File: config.mk
export PLATFORM = sky130hd
export DESIGN_NAME = packbits_run_length_decoder
export DESIGN_NICKNAME = d
export VERILOG_FILES = /design/src/design/pbrld_pkg.sv /design/src/design/packbits_run_length_decoder.sv
export VERILOG_INCLUDE_DIRS = /design/src /design/src/design
export SDC_FILE = /design/constraint.sdc
export NUM_CORES = 1
export LEC_CHECK = 0
export BUFFER_PORTS_ARGS = -buffer_cell sky130_fd_sc_hd__buf_2
export CAP_MARGIN = 15
export CORE_AREA = 8 8 151 110
export CTS_CLUSTER_DIAMETER = 60
export CTS_CLUSTER_SIZE = 12
export DETAILED_ROUTE_END_ITERATION = 12
export DIE_AREA = 0 0 159 118
export GPL_ROUTABILITY_DRIVEN = 0
export PLACE_DENSITY_LB_ADDON = 0.05
export SYNTH_ARGS = -nofsm -noshare
export SYNTH_HDL_FRONTEND = slang
export SYNTH_SLANG_ARGS = --single-unit
export TNS_END_PERCENT = 50
File: constraint.sdc
create_clock -name clk -period 17.18 [get_ports clk]
set_clock_uncertainty 0.05 [all_clocks]
set_input_delay 3.436 -clock clk [delete_from_list [all_inputs] [get_ports clk]]
set_output_delay 3.436 -clock clk [all_outputs]
set_load 0.05 [all_outputs]
File: src/design/packbits_run_length_decoder_macros.svh
// ----------------------------------------------------------------------------
// PackBits run-length decoder assertion macros
// Concurrent assertion helpers, compiled out under NO_ASSERTIONS.
// ----------------------------------------------------------------------------
`ifndef PACKBITS_RUN_LENGTH_DECODER_MACROS_SVH
`define PACKBITS_RUN_LENGTH_DECODER_MACROS_SVH

`ifndef NO_ASSERTIONS

`define PBRLD_ASSERT_IMPLIES(label, clock, reset, ante, cons) \
  label: assert property (@(posedge clock) disable iff (reset) (ante) |-> (cons)) \
    else $error("pbrld assertion failed");

`define PBRLD_ASSERT_NEXT(label, clock, reset, ante, cons) \
  label: assert property (@(posedge clock) disable iff (reset) (ante) |=> (cons)) \
    else $error("pbrld assertion failed");

`else

`define PBRLD_ASSERT_IMPLIES(label, clock, reset, ante, cons)

`define PBRLD_ASSERT_NEXT(label, clock, reset, ante, cons)

`endif

`endif

File: src/design/pbrld_pkg.sv
// ----------------------------------------------------------------------------
// PackBits run-length decoder package
// Counter widths, register indexes, header codes and the decode phase type.
// ----------------------------------------------------------------------------
`default_nettype none

package pbrld_pkg;

  localparam int COUNT_WIDTH = 24;
  localparam int CFG_WIDTH   = 24;
  localparam int DATA_WIDTH  = 32;
  localparam int ADDR_WIDTH  = 3;

  localparam logic REG_OUTPUT_LIMIT = 1'b0;
  localparam logic REG_HEADER_LIMIT = 1'b1;

  localparam logic [7:0] HDR_NOOP = 8'h80;
  localparam logic [8:0] RUN_BASE = 9'd257;

  typedef enum logic [3:0] {
    PH_FRESH   = 4'b0001,
    PH_HEADER  = 4'b0010,
    PH_LITERAL = 4'b0100,
    PH_RUNVAL  = 4'b1000
  } phase_t;

endpackage

`default_nettype wire

File: src/design/packbits_run_length_decoder.sv
// ----------------------------------------------------------------------------
// PackBits run-length decoder
// Decodes one compressed byte per word into literal and run results, with
// output and header budgets set through an APB-style register port.
// ----------------------------------------------------------------------------
// Takes one source byte per clock and returns at most one result per byte;
// an accepted byte's result is written to the result register as the byte is
// taken, and a new byte is accepted every cycle while the result register is
// empty or being drained. The rate is set by the combinational phase and
// budget update. The budgets are loaded from output_limit and header_limit
// at the first byte of each decode, so register writes take effect at the
// next decode. There is no clearing pass after reset.
`default_nettype none

`include "packbits_run_length_decoder_macros.svh"

module packbits_run_length_decoder (
  input  wire logic                            clk,
  input  wire logic                            rst,
  input  wire logic                            psel,
  input  wire logic                            penable,
  input  wire logic                            pwrite,
  input  wire logic [pbrld_pkg::ADDR_WIDTH-1:0] paddr,
  input  wire logic [pbrld_pkg::DATA_WIDTH-1:0] pwdata,
  output logic      [pbrld_pkg::DATA_WIDTH-1:0] prdata,
  output logic                                 pready,
  input  wire logic                            in_valid,
  output logic                                 in_ready,
  input  wire logic [7:0]                      source_byte,
  output logic                                 out_valid,
  input  wire logic                            out_ready,
  output logic      [7:0]                      out_value,
  output logic      [7:0]                      repeat_count,
  output logic                                 last,
  output logic                                 short_output
);
  import pbrld_pkg::*;

  logic [CFG_WIDTH-1:0]   output_limit;
  logic [CFG_WIDTH-1:0]   header_limit;
  phase_t                 phase;
  phase_t                 phase_next;
  logic [7:0]             literal_left;
  logic [7:0]             literal_left_next;
  logic [7:0]             run_length;
  logic [7:0]             run_length_next;
  logic [COUNT_WIDTH-1:0] output_left;
  logic [COUNT_WIDTH-1:0] output_left_next;
  logic [COUNT_WIDTH-1:0] headers_left;
  logic [COUNT_WIDTH-1:0] headers_left_next;

  logic                   cfg_write;
  logic                   in_fire;
  logic                   emit;
  logic [7:0]             res_value;
  logic [7:0]             res_rep;
  logic                   res_last;
  logic                   res_short;

  logic [COUNT_WIDTH-1:0] ol_cur;
  logic [COUNT_WIDTH-1:0] hl_cur;
  logic [COUNT_WIDTH-1:0] hl_dec;
  logic [7:0]             run_cnt;
  logic                   do_finish;
  logic                   fin_more;

  assign pready    = 1'b1;
  assign cfg_write = psel && penable && pwrite && pready;
  assign in_ready  = !out_valid || out_ready;
  assign in_fire   = in_valid && in_ready;

  always_comb begin
    case (paddr[2])
      REG_OUTPUT_LIMIT: prdata = DATA_WIDTH'(output_limit);
      REG_HEADER_LIMIT: prdata = DATA_WIDTH'(header_limit);
      default:          prdata = '0;
    endcase
  end

  always_ff @(posedge clk) begin
    if (rst) begin
      output_limit <= '0;
      header_limit <= '0;
    end else if (cfg_write) begin
      case (paddr[2])
        REG_OUTPUT_LIMIT: output_limit <= pwdata[CFG_WIDTH-1:0];
        REG_HEADER_LIMIT: header_limit <= pwdata[CFG_WIDTH-1:0];
        default: ;
      endcase
    end
  end

  always_comb begin
    ol_cur = (phase == PH_FRESH) ? COUNT_WIDTH'(output_limit) : output_left;
    hl_cur = (phase == PH_FRESH) ? COUNT_WIDTH'(header_limit) : headers_left;
    hl_dec = hl_cur - COUNT_WIDTH'(1);
    run_cnt = (COUNT_WIDTH'(run_length) > ol_cur) ? ol_cur[7:0] : run_length;

    phase_next        = phase;
    literal_left_next = literal_left;
    run_length_next   = run_length;
    output_left_next  = ol_cur;
    headers_left_next = hl_cur;
    emit              = 1'b0;
    res_value         = source_byte;
    res_rep           = 8'd1;
    res_last          = 1'b0;
    res_short         = 1'b0;
    do_finish         = 1'b0;
    fin_more          = 1'b0;

    case (phase)
      PH_FRESH, PH_HEADER: begin
        if (phase == PH_FRESH && (ol_cur == '0 || hl_cur == '0)) begin
          literal_left_next = '0;
          run_length_next   = '0;
          emit              = 1'b1;
          res_value         = '0;
          res_rep           = '0;
          res_last          = 1'b1;
          res_short         = (ol_cur != '0);
          phase_next        = PH_FRESH;
        end else begin
          headers_left_next = hl_dec;
          if (phase == PH_FRESH) begin
            literal_left_next = '0;
            run_length_next   = '0;
          end
          if (!source_byte[7]) begin
            literal_left_next = source_byte + 8'd1;
            phase_next        = PH_LITERAL;
          end else if (source_byte == HDR_NOOP) begin
            if (hl_dec == '0) begin
              emit       = 1'b1;
              res_value  = '0;
              res_rep    = '0;
              res_last   = 1'b1;
              res_short  = 1'b1;
              phase_next = PH_FRESH;
            end else begin
              phase_next = PH_HEADER;
            end
          end else begin
            run_length_next = 8'(RUN_BASE - {1'b0, source_byte});
            phase_next      = PH_RUNVAL;
          end
        end
      end
      PH_LITERAL: begin
        output_left_next  = ol_cur - COUNT_WIDTH'(1);
        literal_left_next = literal_left - 8'd1;
        res_rep           = 8'd1;
        fin_more          = (literal_left_next != '0);
        do_finish         = 1'b1;
      end
      PH_RUNVAL: begin
        output_left_next = ol_cur - COUNT_WIDTH'(run_cnt);
        run_length_next  = '0;
        res_rep          = run_cnt;
        fin_more         = 1'b0;
        do_finish        = 1'b1;
      end
      default: begin
        phase_next = PH_FRESH;
      end
    endcase

    if (do_finish) begin
      emit = 1'b1;
      if (output_left_next == '0) begin
        phase_next = PH_FRESH;
        res_last   = 1'b1;
        res_short  = 1'b0;
      end else if (!fin_more && hl_cur == '0) begin
        phase_next = PH_FRESH;
        res_last   = 1'b1;
        res_short  = 1'b1;
      end else begin
        phase_next = fin_more ? PH_LITERAL : PH_HEADER;
      end
    end
  end

  always_ff @(posedge clk) begin
    if (rst) begin
      phase        <= PH_FRESH;
      literal_left <= '0;
      run_length   <= '0;
      output_left  <= '0;
      headers_left <= '0;
    end else if (in_fire) begin
      phase        <= phase_next;
      literal_left <= literal_left_next;
      run_length   <= run_length_next;
      output_left  <= output_left_next;
      headers_left <= headers_left_next;
    end
  end

  always_ff @(posedge clk) begin
    if (rst) begin
      out_valid <= 1'b0;
    end else if (in_fire && emit) begin
      out_valid <= 1'b1;
    end else if (out_ready) begin
      out_valid <= 1'b0;
    end
  end

  always_ff @(posedge clk) begin
    if (in_fire && emit) begin
      out_value    <= res_value;
      repeat_count <= res_rep;
      last         <= res_last;
      short_output <= res_short;
    end
  end

  `PBRLD_ASSERT_IMPLIES(a_short_only_on_last, clk, rst, out_valid && short_output, last)
  `PBRLD_ASSERT_IMPLIES(a_zero_rep_only_on_last, clk, rst, out_valid && repeat_count == 8'd0,
                        last)
  `PBRLD_ASSERT_IMPLIES(a_rep_in_range, clk, rst, out_valid, repeat_count <= 8'd128)
  `PBRLD_ASSERT_IMPLIES(a_literal_budget, clk, rst, phase == PH_LITERAL,
                        literal_left != 8'd0 && output_left != '0)
  `PBRLD_ASSERT_NEXT(a_drain_clears, clk, rst, out_valid && out_ready && !(in_fire && emit),
                     !out_valid)

endmodule

`default_nettype wire
==> results of run 1 <==
through the flow:
step	power, mW	utilization	worst slack (ns)
3_5_place_dp	1.35	0.655	9.09
5_1_grt	1.85	0.697	8.97
2_1_floorplan	1.16	-	9.14
4_1_cts	1.73	0.696	9.09
3_3_place_gp	1.34	0.655	9.09
6_report	1.75	0.697	9.08
sequential cells by signal, summed over array words and instances (netlist names), 4 cells and up:
register,flops
phase,4
literal_left,8
headers_left,24
run_length,8
output_left,24
out_value,8
output_limit,24
header_limit,24
repeat_count,8
power by group through the flow:
stage / Sequential (mW) / Clock, mW / Combinational (mW)
after floorplan: 0.456 / 0 / 0.699
after global placement: 0.430 / 0 / 0.912
after detailed placement: 0.431 / 0 / 0.921
after CTS: 0.425 / 0.372 / 0.930
after global routing: 0.434 / 0.388 / 1.03
final: 0.427 / 0.370 / 0.953
cell families after synthesis:
family,count (synthesis),share of synthesized area
XOR/XNOR,51,0.0499
adder cells (fa/ha/maj),24,0.0341
AND/OR/NAND/NOR,502,0.261
AO/OA/AOI/OAI,278,0.191
buffers and inverters,112,0.0534
flip-flops,135,0.322
multiplexers,74,0.0881
other,2,0.000838
tightest hold or removal path, delay by kind of cell (launching register included):
family | cells | cell delay (ns)
simple gates | 1 | 0.05
flops | 1 | 0.31
compound gates | 1 | 0.05
final cells by class:
class / instances / area [um2] / area share
multi-input combinational: 938 / 5640 / 0.564
sequential: 135 / 2880 / 0.288
timing repair buffer: 96 / 523 / 0.0523
clock buffer: 21 / 472 / 0.0471
tap: 195 / 244 / 0.0244
inverter: 33 / 124 / 0.0124
clock inverter: 11 / 123 / 0.0123
how the worst max path moves through the flow:
stage | from | end | cells after the start
5_1_grt | phase[0] | short_output | 23
3_3_place_gp | paddr[2] | prdata[13] | 3
6_report | paddr[2] | prdata[13] | 3
4_1_cts | paddr[2] | prdata[13] | 3
2_1_floorplan | paddr[2] | prdata[10] | 3
3_5_place_dp | paddr[2] | prdata[13] | 3
layout by cell type, fill, tap and decap left out, drive strengths merged, types with 27 or more instances in the layout:
master / n
a21oi: 118
buf: 96
dfxtp: 117
inv: 33
mux2: 29
mux2i: 45
nand2: 229
nand3: 29
nor2: 91
nor3: 41
o21ai: 54
xnor2: 27
routing by layer:
metal,GRT usage,share of wire,vias up
met4,0.0817,0.019,0
met3,0.0790,0.11,35
met5,0,0,-
li1,-,-,4248
met1,0.402,0.46,4059
met2,0.401,0.41,467
==> impl_metrics.sql, run 1 <==
INSERT INTO impl_metrics (metric_group, metric, value, unit) VALUES
('setup_path', 'critical_path.max_stage_delay', '0.50', 'ns'),
('setup_path', 'r2r_setup_slack', '9.32', 'ns'),
('grt', 'antenna_found_initial', '0', ''),
('setup_path', 'crit_family', 'buffers and inverters', ''),
('clocking', 'holdBufCountCts', '0', ''),
('clocking', 'cts_bufs_inserted', '17', ''),
('setup_path', 'crit_fanout', '27', ''),
('setup_path', 'cell_by_cell_trace_of_the_critical_path', 'buf_2, mux2_2, buf_2', ''),
('place', 'detailed_place_hpwl', '19200', 'um'),
('timing', 'max_slew_headroom', '0.257', ''),
('floorplan', 'initial_core_util', '0.624', ''),
('min_path', 'hold-path-endpoint', 'headers_left[0]', ''),
('setup_path', 'crit_arrival', '4.62', 'ns'),
('synth', 'ys_types', '78', ''),
('setup_path', 'crit_path_start_kind', 'input port', ''),
('setup_path', 'critPathCaptureType', 'output pin', ''),
('place', 'place_inst', '1396', ''),
('setup_path', 'r2r_cells', '22', ''),
('cells_and_area', 'fraction_of_layout_cells_with_a_size_suffix_above_1', '0.143', ''),
('clocking', 'cts_sinks', '135', ''),
('status', 'result_of_the_run', 'finished clean', ''),
('cells_and_area', 'finalNetCount', '1294', ''),
('min_path', 'min_path_cells', '2', ''),
('setup_path', 'critPathSlowestCell', 'buf_2', ''),
('power_and_ir_drop', 'sequentialPowerShare', '0.244', ''),
('setup_path', 'crit_path_frequent_cell', 'buf_2', ''),
('timing', 'hold_ws', '0.399', 'ns'),
('timing', 'timing.final.crit_share', '0.472', ''),
('setup_path', 'timing.critical_path.required', '13.69', 'ns'),
('setup_path', 'critical_path_class', 'input port to output pin', ''),
('synth', 'ys_seq_area_frac', '0.322', ''),
('detailed_routing', 'drt-vias-per-instance', '6.16', ''),
('clocking', 'clock_insertion_delay_worst_skew', '0.43', 'ns'),
('synth', 'post_synth.cell_area_avg', '7.60', 'um2'),
('floorplan', 'core-area', '0.0144', 'mm2'),
('min_path', 'hold_class', 'register to register', ''),
('grt', 'gr-total-overflow', '0', ''),
('clocking', 'clkTransAtPathRegs', '0.06', 'ns'),
('cells_and_area', 'finalNonFillerCells', '1429', ''),
('clocking', 'cts_buffer_depth', '2', ''),
('synth', 'synthesis.area', '0.00896', 'mm2'),
('clocking', 'post_cts.repair.setup_buffers', '0', ''),
('timing', 'tightestPinTransition', '1.11', 'ns'),
('synth', 'synth.area.top_cells', 'dfxtp_1, nand2_1, a21oi_1', ''),
('cells_and_area', 'layout-area-overhead-vs-synth', '11.7', '%'),
('power_and_ir_drop', 'net-switching-power', '0.807', 'mW'),
('synth', 'synth.most_common_cell', 'nand2_1', ''),
('detailed_routing', 'drt_iter0_markers', '945', ''),
('power_and_ir_drop', 'p_int', '0.943', 'mW'),
('synth', 'synth_enable_flop_cells', '18', ''),
('grt', 'via_count_of_the_first_global_routing_pass', '8061', ''),
('power_and_ir_drop', 'vdd_ir_drop_max', '0.149', 'mV'),
('synth', 'synth_commonest_cells', 'nand2_1, a21oi_1, dfxtp_1', ''),
('power_and_ir_drop', 'power_leakage', '4.08', 'nW'),
('synth', 'synthCells', '1178', ''),
('floorplan', 'dieWidth', '159', 'um'),
('floorplan', 'rows', '37', ''),
('grt', 'grt_start_max_net_pins', '97', ''),
('clocking', 'ctsRootBufferMaster', 'clkbuf_16', ''),
('synth', 'synth.yosys.warnings', '0', ''),
('cells_and_area', 'antenna_cells_inserted', '0', ''),
('detailed_routing', 'routed_wirelength_normalized_by_instance_count', '18.9', 'um'),
('power_and_ir_drop', 'power.share.clock', '0.211', ''),
('place', 'dpl-instance-area', '0.00940', 'mm2'),
('floorplan', 'dieArea', '0.0188', 'mm2'),
('setup_path', 'regToRegEndpoint', 'short_output', ''),
('detailed_routing', 'vias', '8809', ''),
('timing', 'setup-violations-final', '0', ''),
('clocking', 'tritoncts', 'yes', ''),
('grt', 'gr-usage-all-layers', '0.281', ''),
('grt', 'grt_pass1_wl', '43400', 'um');
(Power assumes the default switching activity.)
==> run 2: changes to the inputs <==
CORE_AREA = 8 8 156 114   (was 8 8 151 110)
DIE_AREA = 0 0 164 122   (was 0 0 159 118)
clock period = 7.9 ns   (was 17.18 ns; I/O delays follow)
==> impl_metrics.sql, run 2 (synthesized netlist as in run 1, its figures left out) <==
INSERT INTO impl_metrics (metric_group, metric, value, unit) VALUES
('status', 'result_of_the_run', 'finished clean', ''),
('timing', 'timing.final.crit_share', '0.922', ''),
('cells_and_area', 'fraction_of_layout_cells_with_a_size_suffix_above_1', '0.145', ''),
('setup_path', 'crit_fanout', '22', ''),
('cells_and_area', 'register_area', '0.00288', 'mm2'),
('setup_path', 'critical_path_class', 'register to register', ''),
('setup_path', 'timing.critical_path.required', '8.00', 'ns'),
('cells_and_area', 'multi_input_area', '0.00564', 'mm2'),
('floorplan', 'num_io_pins', '103', ''),
('timing', 'tightestPinTransition', '1.08', 'ns'),
('setup_path', 'critPathCaptureType', 'register', ''),
('grt', 'gr-total-overflow', '0', ''),
('timing', 'max_slew_headroom', '0.283', ''),
('cells_and_area', 'final_cell_mix', 'nand2_1, a21oi_1, dfxtp_1', ''),
('detailed_routing', 'drtAntennaViolNets', '0', ''),
('detailed_routing', 'topRoutingLayerUsed', 'met4', ''),
('detailed_routing', 'vias', '8895', ''),
('grt', 'grt_pass1_wl', '42400', 'um'),
('clocking', 'clock_insertion_delay_worst_skew', '0.43', 'ns'),
('clocking', 'post_cts.repair.setup_buffers', '0', ''),
('detailed_routing', 'drt_iter0_markers', '1126', ''),
('timing', 'hold_ws', '0.399', 'ns'),
('timing', 'finalMaxSlewViolations', '0', ''),
('power_and_ir_drop', 'power_leakage', '4.08', 'nW'),
('clocking', 'htree_num_levels', '4', ''),
('cells_and_area', 'commonest_non_fill_non_tap_cell_in_the_layout', 'nand2_1', ''),
('timing', 'finalHoldViolations', '0', ''),
('grt', 'via_count_of_the_first_global_routing_pass', '7771', ''),
('place', 'numPortBuffers', '83', ''),
('timing', 'setup-violations-final', '0', ''),
('detailed_routing', 'detail_route.first_pass.iterations', '6', ''),
('detailed_routing', 'post-route-drc-count', '0', ''),
('grt', 'gr-usage-all-layers', '0.267', ''),
('setup_path', 'crit_path_start_kind', 'register', ''),
('floorplan', 'initial_core_util', '0.587', ''),
('timing', 'accumulated_negative_setup_slack', '0', 'ns'),
('detailed_routing', 'routed_wirelength_normalized_by_instance_count', '19.0', 'um'),
('place', 'detailed_place_hpwl', '19700', 'um'),
('timing', 'grt_setup_unrepaired', 'no', ''),
('detailed_routing', 'wl', '27300', 'um'),
('timing', 'timing.fmax', '0.137', 'GHz'),
('detailed_routing', 'drt-met1-wl', '12900', 'um'),
('detailed_routing', 'route.met3.wl', '2660', 'um'),
('clocking', 'clkTransAtPathRegs', '0.06', 'ns'),
('min_path', 'hold_class', 'register to register', ''),
('cells_and_area', 'antenna_cells_inserted', '0', ''),
('detailed_routing', 'met2WireLength', '11500', 'um'),
('setup_path', 'crit_arrival', '7.39', 'ns'),
('grt', 'grt_start_max_net_pins', '100', ''),
('cells_and_area', 'layout-area-overhead-vs-synth', '11.9', '%'),
('power_and_ir_drop', 'vdd_ir_drop_max', '0.215', 'mV'),
('job', 'drv.max_cap_violation_count', '0', ''),
('floorplan', 'core-area', '0.0153', 'mm2'),
('power_and_ir_drop', 'power-per-cell-area', '378', 'mW/mm2'),
('cells_and_area', 'fillerInstances', '1355', ''),
('floorplan', 'fp.dieH', '122', 'um'),
('clocking', 'cts_sinks', '135', ''),
('clocking', 'ctsRootBufferMaster', 'clkbuf_16', ''),
('clocking', 'holdBufCountCts', '0', ''),
('cells_and_area', 'finalNetCount', '1298', ''),
('detailed_routing', 'drt-vias-per-instance', '6.19', ''),
('grt', 'antenna_found_initial', '0', ''),
('clocking', 'tritoncts', 'yes', ''),
('timing', 'layout_min_cycle_time', '7.29', 'ns'),
('clocking', 'cts_bufs_inserted', '17', ''),
('floorplan', 'dieArea', '0.0200', 'mm2'),
('floorplan', 'dieWidth', '164', 'um'),
('clocking', 'post_cts_resized', '0', ''),
('clocking', 'cts_buffer_depth', '2', ''),
('floorplan', 'rows', '38', '');
-- run 2: changes by cell type in the layout (fill, tap and decap cells not counted) --
cell | before | now
clkinv_4 | 4 | 3
clkinvlp_4 | 1 | 2
buf_4 | 13 | 17
inv_4 | 0 | 1
clkbuf_16 | 18 | 17
-- run 2: area by class of cell --
cell class	instances	share of cell area
Multi-Input combinational cell	938	0.563
Sequential cell	135	0.288
Timing Repair Buffer	100	0.0552
Clock buffer	20	0.0446
Tap cell	200	0.0250
Clock inverter	12	0.0127
Inverter	33	0.0124
-- run 2: power breakdown --
group	internal [mW]	switching [mW]	leakage (nW)	total, mW
Sequential	0.829	0.0998	1.12	0.929
Combinational	0.744	1.32	2.69	2.07
Clock	0.472	0.318	0.280	0.790
Total	2.04	1.74	4.08	3.79
-- run 2: layer usage --
layer / vias to the layer above / track usage
met3: 29 / 0.0468
met1: 4169 / 0.408
met5: - / 0
met4: 0 / 0.0663
li1: 4265 / -
met2: 432 / 0.377
-- run 2: critical path, stage by stage, from the launching register on --
cell	delay, ns
dfxtp_1	0.54
or4b_4	0.74
mux2i_1	0.42
ha_1	0.33
and4_1	0.22
and2_1	0.17
a41o_1	0.29
nor2_1	0.40
buf_4	0.24
o21ai_0	0.07
nand2b_1	0.19
ha_1	0.38
a21o_1	0.20
a21o_1	0.19
a21o_1	0.20
a21oi_1	0.29
o211a_1	0.20
o21ai_0	0.22
or2_2	0.39
xor2_1	0.16
nor3_1	0.27
nand4_1	0.15
nor3_2	0.52
a21oi_1	0.15
-- run 2: path summary, 6_finish.rpt --
check | from | endpoint | slack (ns) | depth (start not counted)
hold reg to reg | headers_left[23] | headers_left[23] | 0.40 | 2
hold / removal | headers_left[23] | headers_left[23] | 0.40 | 2
setup reg to reg | phase[0] | short_output | 0.61 | 23
setup / recovery | phase[0] | short_output | 0.61 | 23
-- run 2: metrics by stage --
stage / util / instances / worst slack (ns) / instance area, um2 / power [mW]
CTS: 0.656 / 1437 / 0.767 / 10000 / 3.75
global route: 0.657 / 1438 / 0.145 / 10000 / 4.02
finish: 0.657 / 1438 / 0.615 / 10000 / 3.79
floorplan: - / 1185 / 0.550 / 8980 / 2.51
global placement: 0.618 / 1405 / 0.959 / 9430 / 2.93
detailed placement: 0.618 / 1405 / 0.778 / 9430 / 2.95
